### src/rtl/core/clmt_pkg.sv
package clmt_pkg;

   // table geometry
   localparam int SLOTS    = 16;
   localparam int GEN_BITS = 12;
   localparam int IDX_W    = $clog2(SLOTS);
   localparam int CNT_W    = $clog2(SLOTS + 1);

   // handle layout: generation in the upper bits, slot plus one below
   localparam int SLOT_FIELD_BITS = 20;
   localparam int HANDLE_GEN_BITS = 12;

   // port widths fixed by the interface
   localparam int CHANNEL_W  = 32;
   localparam int HANDLE_W   = 32;
   localparam int STATUS_W   = 2;
   localparam int LISTENER_W = 6;
   localparam int COUNT_W    = 7;

   localparam logic [CHANNEL_W-1:0] WILDCARD = 32'hFFFF_FFFF;

   // request modes
   typedef enum logic [1:0] {
      MODE_SUBSCRIBE   = 2'd0,
      MODE_UNSUBSCRIBE = 2'd1,
      MODE_PUBLISH     = 2'd2,
      MODE_CLEAR       = 2'd3
   } mode_type;

   // response status codes
   localparam logic [STATUS_W-1:0] STATUS_OK      = 2'd0;
   localparam logic [STATUS_W-1:0] STATUS_FULL    = 2'd1;
   localparam logic [STATUS_W-1:0] STATUS_BAD_HDL = 2'd2;

   // operation broadcast to every cell
   typedef enum logic [2:0] {
      CELL_NOP,
      CELL_SUB,
      CELL_UNSUB,
      CELL_CLEAR,
      CELL_PUB_LOAD,
      CELL_PUB_STEP
   } cell_op_type;

   typedef struct packed {
      cell_op_type                op;
      logic [CHANNEL_W-1:0]       channel;
      logic                       slot_ok;
      logic [IDX_W-1:0]           slot;
      logic [HANDLE_GEN_BITS-1:0] gen;
   } cell_ctrl_type;

   typedef struct packed {
      logic                claim;
      logic                unsub_hit;
      logic                hit;
      logic                grant;
      logic [GEN_BITS-1:0] gen;
   } cell_stat_type;

endpackage

### src/rtl/core/clmt_cell.sv
module clmt_cell (
   input  logic                         clock,
   input  logic                         reset,
   input  logic [clmt_pkg::IDX_W-1:0]   cell_index,
   input  clmt_pkg::cell_ctrl_type      ctrl,
   input  logic                         free_in,
   output logic                         free_out,
   input  logic                         pend_in,
   output logic                         pend_out,
   output clmt_pkg::cell_stat_type      stat
);

   logic                                valid_ff, valid_in;
   logic [clmt_pkg::CHANNEL_W-1:0]      channel_ff, channel_in;
   logic [clmt_pkg::GEN_BITS-1:0]       gen_ff, gen_in;
   logic                                hit_ff, hit_in;
   logic                                claim, sel, unsub_hit, grant;

   // neighbor chains: lowest free slot and lowest pending match
   assign free_out = free_in | ~valid_ff;
   assign pend_out = pend_in | hit_ff;

   always_comb begin
      claim     = (ctrl.op == clmt_pkg::CELL_SUB) & ~valid_ff & ~free_in;
      sel       = ctrl.slot_ok && (ctrl.slot == cell_index);
      unsub_hit = (ctrl.op == clmt_pkg::CELL_UNSUB) & sel & valid_ff &
                  (ctrl.gen == clmt_pkg::HANDLE_GEN_BITS'(gen_ff));
      grant     = (ctrl.op == clmt_pkg::CELL_PUB_STEP) & hit_ff & ~pend_in;

      valid_in   = valid_ff;
      channel_in = channel_ff;
      gen_in     = gen_ff;
      hit_in     = hit_ff;

      case (ctrl.op)
         clmt_pkg::CELL_SUB: begin
            if (claim) begin
               valid_in   = 1'b1;
               channel_in = ctrl.channel;
            end
         end
         clmt_pkg::CELL_UNSUB: begin
            if (unsub_hit) begin
               valid_in = 1'b0;
               gen_in   = gen_ff + clmt_pkg::GEN_BITS'(1);
            end
         end
         clmt_pkg::CELL_CLEAR: begin
            if (valid_ff) begin
               valid_in = 1'b0;
               gen_in   = gen_ff + clmt_pkg::GEN_BITS'(1);
            end
         end
         clmt_pkg::CELL_PUB_LOAD: begin
            hit_in = valid_ff & ((channel_ff == ctrl.channel) ||
                                 (channel_ff == clmt_pkg::WILDCARD));
         end
         clmt_pkg::CELL_PUB_STEP: begin
            if (grant) hit_in = 1'b0;
         end
         default: begin
         end
      endcase

      stat.claim     = claim;
      stat.unsub_hit = unsub_hit;
      stat.hit       = hit_ff;
      stat.grant     = grant;
      stat.gen       = gen_ff;
   end

   // slot state; channel needs no reset
   always_ff @(posedge clock) begin
      if (reset) begin
         valid_ff <= 1'b0;
         gen_ff   <= '0;
         hit_ff   <= 1'b0;
      end else begin
         valid_ff <= valid_in;
         gen_ff   <= gen_in;
         hit_ff   <= hit_in;
      end
      channel_ff <= channel_in;
   end

endmodule

### src/rtl/core/channel_listener_match_table_unit.sv
// Listener table for a publish/subscribe scheme, 16 slots in a row of cells.
// Request channel: a request is taken on a clock edge with start high and
// busy low (mode, channel, handle). Subscribe claims the lowest free slot,
// unsubscribe checks slot and generation of a handle, publish lists every
// listener on the channel or on the wildcard, clear frees every slot.
// Response channel: each response shows for one cycle with rsp_valid high;
// the receiver cannot stall, so responses are never held or dropped.
// Sequencing: subscribe, unsubscribe and clear run one execute state that
// registers the response, and the next request is taken while that
// response is on the ports.
// Publish loads the compare hits in every cell in the execute state, then
// emits one match per cycle in slot order through the pending chain; busy
// stays high through the execute and publish states and falls as the last
// match, or the response for no match, is registered.
// The free-slot and pending chains ripple combinationally through the cells.
// Reset (synchronous) empties the table, zeroes all generations and the
// live count, and returns to idle; no clearing pass is needed.
module channel_listener_match_table_unit (
   input  logic                              clock,
   input  logic                              reset,
   input  logic                              start,
   output logic                              busy,
   input  logic [1:0]                        req_mode,
   input  logic [clmt_pkg::CHANNEL_W-1:0]    req_channel,
   input  logic [clmt_pkg::HANDLE_W-1:0]     req_handle,
   output logic                              rsp_valid,
   output logic [clmt_pkg::STATUS_W-1:0]     rsp_status,
   output logic [clmt_pkg::HANDLE_W-1:0]     rsp_new_handle,
   output logic                              rsp_match_valid,
   output logic [clmt_pkg::LISTENER_W-1:0]   rsp_listener_index,
   output logic [clmt_pkg::COUNT_W-1:0]      rsp_match_count,
   output logic [clmt_pkg::COUNT_W-1:0]      rsp_live_count,
   output logic                              rsp_last
);

   typedef enum logic [1:0] {
      ST_IDLE,
      ST_EXEC,
      ST_PUB
   } state_type;

   state_type                               state_ff, state_in;
   clmt_pkg::mode_type                      mode_ff, mode_in;
   logic [clmt_pkg::CHANNEL_W-1:0]          channel_ff, channel_in;
   logic [clmt_pkg::HANDLE_W-1:0]           handle_ff, handle_in;
   logic [clmt_pkg::CNT_W-1:0]              live_ff, live_in;
   logic [clmt_pkg::COUNT_W-1:0]            count_ff, count_in;

   logic                                    valid_ff, valid_in;
   logic [clmt_pkg::STATUS_W-1:0]           status_ff, status_in;
   logic [clmt_pkg::HANDLE_W-1:0]           new_handle_ff, new_handle_in;
   logic                                    match_ff, match_in;
   logic [clmt_pkg::LISTENER_W-1:0]         index_ff, index_in;
   logic [clmt_pkg::COUNT_W-1:0]            mcount_ff, mcount_in;
   logic                                    last_ff, last_in;

   clmt_pkg::cell_ctrl_type                 ctrl;
   clmt_pkg::cell_stat_type                 stat [clmt_pkg::SLOTS];
   logic [clmt_pkg::SLOTS:0]                free_chain;
   logic [clmt_pkg::SLOTS:0]                pend_chain;

   logic [clmt_pkg::SLOT_FIELD_BITS-1:0]    slot_field;
   logic                                    any_claim, any_unsub, remain;
   logic [clmt_pkg::IDX_W-1:0]              claim_idx, grant_idx;
   logic [clmt_pkg::GEN_BITS-1:0]           claim_gen;

   assign busy = (state_ff != ST_IDLE);

   assign rsp_valid          = valid_ff;
   assign rsp_status         = status_ff;
   assign rsp_new_handle     = new_handle_ff;
   assign rsp_match_valid    = match_ff;
   assign rsp_listener_index = index_ff;
   assign rsp_match_count    = mcount_ff;
   assign rsp_live_count     = clmt_pkg::COUNT_W'(live_ff);
   assign rsp_last           = last_ff;

   // handle decode and cell command
   assign slot_field = handle_ff[clmt_pkg::SLOT_FIELD_BITS-1:0];

   always_comb begin
      ctrl.channel = channel_ff;
      ctrl.slot_ok = (slot_field != '0) &&
                     (slot_field <= clmt_pkg::SLOT_FIELD_BITS'(clmt_pkg::SLOTS));
      ctrl.slot    = clmt_pkg::IDX_W'(slot_field - clmt_pkg::SLOT_FIELD_BITS'(1));
      ctrl.gen     = handle_ff[clmt_pkg::HANDLE_W-1:clmt_pkg::SLOT_FIELD_BITS];
      ctrl.op      = clmt_pkg::CELL_NOP;
      if (state_ff == ST_EXEC) begin
         case (mode_ff)
            clmt_pkg::MODE_SUBSCRIBE:   ctrl.op = clmt_pkg::CELL_SUB;
            clmt_pkg::MODE_UNSUBSCRIBE: ctrl.op = clmt_pkg::CELL_UNSUB;
            clmt_pkg::MODE_PUBLISH:     ctrl.op = clmt_pkg::CELL_PUB_LOAD;
            clmt_pkg::MODE_CLEAR:       ctrl.op = clmt_pkg::CELL_CLEAR;
            default:                    ctrl.op = clmt_pkg::CELL_NOP;
         endcase
      end else if (state_ff == ST_PUB) begin
         ctrl.op = clmt_pkg::CELL_PUB_STEP;
      end
   end

   // row of slot cells
   assign free_chain[0] = 1'b0;
   assign pend_chain[0] = 1'b0;

   for (genvar g = 0; g < clmt_pkg::SLOTS; g++) begin : g_cell
      clmt_cell u_cell (
         .clock      (clock),
         .reset      (reset),
         .cell_index (clmt_pkg::IDX_W'(g)),
         .ctrl       (ctrl),
         .free_in    (free_chain[g]),
         .free_out   (free_chain[g+1]),
         .pend_in    (pend_chain[g]),
         .pend_out   (pend_chain[g+1]),
         .stat       (stat[g])
      );
   end

   // gather one-hot cell status
   always_comb begin
      any_claim = 1'b0;
      any_unsub = 1'b0;
      remain    = 1'b0;
      claim_idx = '0;
      grant_idx = '0;
      claim_gen = '0;
      for (int i = 0; i < clmt_pkg::SLOTS; i++) begin
         any_claim = any_claim | stat[i].claim;
         any_unsub = any_unsub | stat[i].unsub_hit;
         remain    = remain | (stat[i].hit & ~stat[i].grant);
         if (stat[i].claim) begin
            claim_idx = claim_idx | clmt_pkg::IDX_W'(i);
            claim_gen = claim_gen | stat[i].gen;
         end
         if (stat[i].grant) grant_idx = grant_idx | clmt_pkg::IDX_W'(i);
      end
   end

   // sequencer and response registers
   always_comb begin
      state_in      = state_ff;
      mode_in       = mode_ff;
      channel_in    = channel_ff;
      handle_in     = handle_ff;
      live_in       = live_ff;
      count_in      = count_ff;
      valid_in      = 1'b0;
      status_in     = clmt_pkg::STATUS_OK;
      new_handle_in = '0;
      match_in      = 1'b0;
      index_in      = '0;
      mcount_in     = '0;
      last_in       = 1'b1;

      case (state_ff)
         ST_IDLE: begin
            if (start) begin
               mode_in    = clmt_pkg::mode_type'(req_mode);
               channel_in = req_channel;
               handle_in  = req_handle;
               state_in   = ST_EXEC;
            end
         end
         ST_EXEC: begin
            case (mode_ff)
               clmt_pkg::MODE_SUBSCRIBE: begin
                  valid_in = 1'b1;
                  state_in = ST_IDLE;
                  if (any_claim) begin
                     live_in       = live_ff + clmt_pkg::CNT_W'(1);
                     new_handle_in = {clmt_pkg::HANDLE_GEN_BITS'(claim_gen),
                                      clmt_pkg::SLOT_FIELD_BITS'(claim_idx) +
                                      clmt_pkg::SLOT_FIELD_BITS'(1)};
                  end else begin
                     status_in = clmt_pkg::STATUS_FULL;
                  end
               end
               clmt_pkg::MODE_UNSUBSCRIBE: begin
                  valid_in = 1'b1;
                  state_in = ST_IDLE;
                  if (any_unsub) begin
                     if (live_ff != '0) live_in = live_ff - clmt_pkg::CNT_W'(1);
                  end else begin
                     status_in = clmt_pkg::STATUS_BAD_HDL;
                  end
               end
               clmt_pkg::MODE_PUBLISH: begin
                  count_in = '0;
                  state_in = ST_PUB;
               end
               clmt_pkg::MODE_CLEAR: begin
                  valid_in = 1'b1;
                  live_in  = '0;
                  state_in = ST_IDLE;
               end
               default: begin
                  state_in = ST_IDLE;
               end
            endcase
         end
         ST_PUB: begin
            valid_in = 1'b1;
            if (pend_chain[clmt_pkg::SLOTS]) begin
               match_in  = 1'b1;
               index_in  = clmt_pkg::LISTENER_W'(grant_idx);
               mcount_in = count_ff + clmt_pkg::COUNT_W'(1);
               count_in  = count_ff + clmt_pkg::COUNT_W'(1);
               last_in   = ~remain;
               if (!remain) state_in = ST_IDLE;
            end else begin
               state_in = ST_IDLE;
            end
         end
         default: begin
            state_in = ST_IDLE;
         end
      endcase
   end

   always_ff @(posedge clock) begin
      if (reset) begin
         state_ff <= ST_IDLE;
         live_ff  <= '0;
         valid_ff <= 1'b0;
      end else begin
         state_ff <= state_in;
         live_ff  <= live_in;
         valid_ff <= valid_in;
      end
      mode_ff       <= mode_in;
      channel_ff    <= channel_in;
      handle_ff     <= handle_in;
      count_ff      <= count_in;
      status_ff     <= status_in;
      new_handle_ff <= new_handle_in;
      match_ff      <= match_in;
      index_ff      <= index_in;
      mcount_ff     <= mcount_in;
      last_ff       <= last_in;
   end

endmodule
### config.mk
export PLATFORM = sky130hd
export DESIGN_NAME = channel_listener_match_table_unit
export DESIGN_NICKNAME = d
export VERILOG_FILES = /design/src/rtl/core/clmt_pkg.sv /design/src/rtl/core/clmt_cell.sv /design/src/rtl/core/channel_listener_match_table_unit.sv
export SDC_FILE = /design/constraint.sdc
export NUM_CORES = 2
export LEC_CHECK = 0
export CAP_MARGIN = 20
export CELL_PAD_IN_SITES_DETAIL_PLACEMENT = 1
export CELL_PAD_IN_SITES_GLOBAL_PLACEMENT = 2
export CORE_ASPECT_RATIO = 1.25
export CORE_MARGIN = 4
export CORE_UTILIZATION = 30
export DETAILED_ROUTE_END_ITERATION = 16
export DONT_BUFFER_PORTS = 1
export PLACE_DENSITY = 0.58
export SLEW_MARGIN = 20
export SYNTH_ARGS = -nofsm -noshare
export SYNTH_HDL_FRONTEND = slang
export SYNTH_SLANG_ARGS = --single-unit
### constraint.sdc
create_clock -name clock -period 6.2 [get_ports clock]
set_input_delay 0.31 -clock clock [delete_from_list [all_inputs] [get_ports clock]]
set_output_delay 0.31 -clock clock [all_outputs]
set_load 0.1 [all_outputs]
==> impl_metrics.py <==
metrics = {
    "drt": {
        "detail-route-antenna-nets": 0,
        "drtPass1Iterations": 5,
        "drc": 0,
        "drt-total-wl_um": 143000,
        "num_vias": 27700,
        "wl_per_cell_um": 26.8,
        "drt_iter0_markers": 1946,
        "viasPerCell": 5.17,
    },
    "cells_and_area": {
        "area_growth_syn_to_layout_pct": 15.4,
        "fill_cells": 14400,
        "final_common_cell": "xor2_1",
        "final_cell_mix": "xor2_1, edfxtp_1, dfxtp_1",
        "nets": 3623,
        "final_cells": 5356,
        "drive_gt1_share_pct": 8.62,
        "design_area_um2": 46500,
    },
    "floorplan": {
        "io_pins": 127,
        "die_h_um": 418,
        "dieArea_um2": 140000,
        "fp.dieW_um": 336,
        "start_util_pct": 30.2,
        "rows": 150,
        "coreArea_um2": 134000,
    },
    "grt": {
        "track_usage_pct": 20.2,
        "grt_max_degree": 225,
        "grt_util_met2_pct": 37.6,
        "first_global_vias": 29700,
        "gr-total-overflow": 0,
        "grt_pass1_wl_um": 208000,
        "use_met3_pct": 2.65,
        "antenna_found_initial": 1,
        "grt_use_met1_pct": 24.2,
        "top_usage_layer": "met2",
    },
    "critical_path": {
        "critPathKind": "flop to flop",
        "critPathCaptureType": "flop",
        "r2r_end": "rsp_new_handle[2]$_SDFF_PN0_",
        "cp-start-kind": "flop",
        "startpoint": "mode_ff[0]$_DFFE_PP_",
        "r2r_slack_ps": 2070,
        "cp.required_ps": 6780,
        "reg2reg_from": "mode_ff[0]$_DFFE_PP_",
        "crit_end": "rsp_new_handle[2]$_SDFF_PN0_",
        "r2r_cells": 12,
        "crit_fanout": 39,
        "cp.arrival_ps": 4700,
    },
    "sta": {
        "finalHoldViolations": 0,
        "max_freq_mhz": 242,
        "rsz0062_at_grt": "false",
        "relSlewSlack_pct": 23.5,
        "setup_viol": 0,
        "finClkSkew_ps": 39.6,
        "slew_viol_final": 0,
        "worst_slack_ps": 2070,
        "min_period_ps": 4130,
        "fin_setup_tns_ps": 0,
        "period_share_pct": 66.5,
        "worstMarginPinSlew_ps": 1150,
    },
    "place": {
        "place_ws_ps": 2070,
        "dp.cells": 5106,
        "place_hpwl_um": 98700,
        "place_congestion": 0.797,
        "io_buffers": 0,
        "place_area_um2": 42600,
    },
    "run_status": {
        "status": "completed",
    },
    "clock_network": {
        "insertion_delay_ps": 720,
        "cts_tree": "yes",
        "cts_resized": 0,
        "clkTransAtPathRegs_ps": 70,
        "cts_root_buf": "clkbuf_16",
        "clock_sinks": 849,
        "cts_buffer_depth": 3,
        "cts_buffers": 95,
        "htree_levels": 3,
    },
    "yosys": {
        "yosysSeqAreaShare_pct": 56.7,
        "avgSynthCellArea_um2": 11.8,
        "async_reset_ff_share_pct": 0,
        "ys_seq_elements": 849,
        "synth_cell_type_count": 82,
        "synth_flop_cell": "edfxtp_1",
        "syn_area_um2": 40300,
        "synth_edf_count": 585,
        "synth_warnings": 0,
        "synth_cells": 3431,
    },
    "worst_hold_path": {
        "min_path_type": "input pin to flop",
    },
    "run": {
        "drv_cap": 0,
    },
    "pwr": {
        "p_leak_nw": 15.1,
        "power.density_nw_per_um2": 279,
        "irDropWorstVdd_mv": 0.192,
    },
}
[worst min-delay path by stage]
stage	from	endpoint	slack, ps	depth (start not counted)
final	reset	g_cell[3].u_cell.gen_ff[10]$_SDFFE_PP0P_	60	2
after global routing	reset	g_cell[3].u_cell.gen_ff[10]$_SDFFE_PP0P_	40	2
after CTS	reset	g_cell[3].u_cell.gen_ff[10]$_SDFFE_PP0P_	20	2
after detailed placement	reset	g_cell[11].u_cell.gen_ff[5]$_SDFFE_PP0P_	410	1
after global placement	reset	g_cell[11].u_cell.gen_ff[5]$_SDFFE_PP0P_	400	1
after floorplan	req_channel[0]	channel_ff[0]$_DFFE_PP_	410	0
[layout make-up]
class	instances	area (um^2)	area share, %
Multi-Input combinational cell	2363	16600	35.6
Tap cell	1748	2190	4.70
Clock inverter	65	692	1.49
Antenna cell	1	2.50	0.00538
Clock buffer	115	2540	5.45
Sequential cell	849	22900	49.1
Inverter	41	154	0.331
Timing Repair Buffer	174	1540	3.32
[metrics by stage]
step | power [mW] | utilization, % | hold WS (ps)
floorplan | 6.82 | - | 409
global placement | 7.15 | 31.9 | 402
detailed placement | 7.15 | 31.9 | 408
CTS | 13.2 | 34.8 | 15.8
global route | 13.5 | 34.8 | 41.7
finish | 13.0 | 34.8 | 59.8
[synthesized netlist by cell type (35+ instances only)]
library cell  instances  area (um^2)
and3_1               45          282
nor2_1              233          875
nand3_1             104          521
dfxtp_1             264         5290
inv_1                40          150
a21oi_1              77          385
nor4_1              186         1160
nand2_1             129          484
edfxtp_1            585        17600
nand4_1             248         1550
o21ai_0              63          315
clkbuf_1            126          473
xnor2_1             237         2080
xor2_1              620         5430
or3_1                35          219
nor3_1               54          270
[sequential cells by signal, indices dropped and copies added (netlist names)]
register,cells
rsp_new_handle,17
live_ff,5
rsp_match_count,7
g_cell.u_cell.gen_ff,192
rsp_listener_index,4
rsp_valid,1
channel_ff,32
state_ff,2
g_cell.u_cell.channel_ff,512
rsp_match_valid,1
count_ff,7
g_cell.u_cell.hit_ff,16
mode_ff,2
rsp_status,2
rsp_last,1
handle_ff,32
g_cell.u_cell.valid_ff,16
[layer usage]
| layer | share of wire, % | wire length (um) |
|---|---|---|
| met5 | 0.0091 | 13 |
| met4 | 2.5 | 3640 |
| met1 | 42 | 59600 |
| met2 | 53 | 75400 |
| met3 | 3.3 | 4750 |
[report_power, final]
group | internal, mW | leakage (nW) | switching [mW]
combinational | 0.257 | 6.09 | 0.625
clock | 3.40 | 1.56 | 2.52
sequential | 6.12 | 7.43 | 0.0808
[kinds of logic after synthesis]
family	count (synthesis)	synth area share, %
and+or+nand+nor	1118	15.0
xor gates and xnor gates	857	18.6
DFF	849	56.7
AOI/OAI and AO/OA	307	5.28
buffers and inverters	237	2.71
adders and majority gates	33	1.02
muxes	29	0.760
other	1	0.00930
[critical path, cell delays in order (launching register included)]
cell	delay [ps]
edfxtp_1	420
inv_1	120
ha_1	240
buf_4	270
or3b_2	560
nor4_4	420
nand2_1	290
nor3b_4	690
buf_4	510
nor4_1	150
nand2_1	130
xnor2_1	120
nor2_1	50
[timing repair]
action                    CTS  global route
hold buffers               68             0
buffers inserted            0             0
hold endpoints to repair  293             0
No activity file was read; power rests on OpenSTA's default activity.
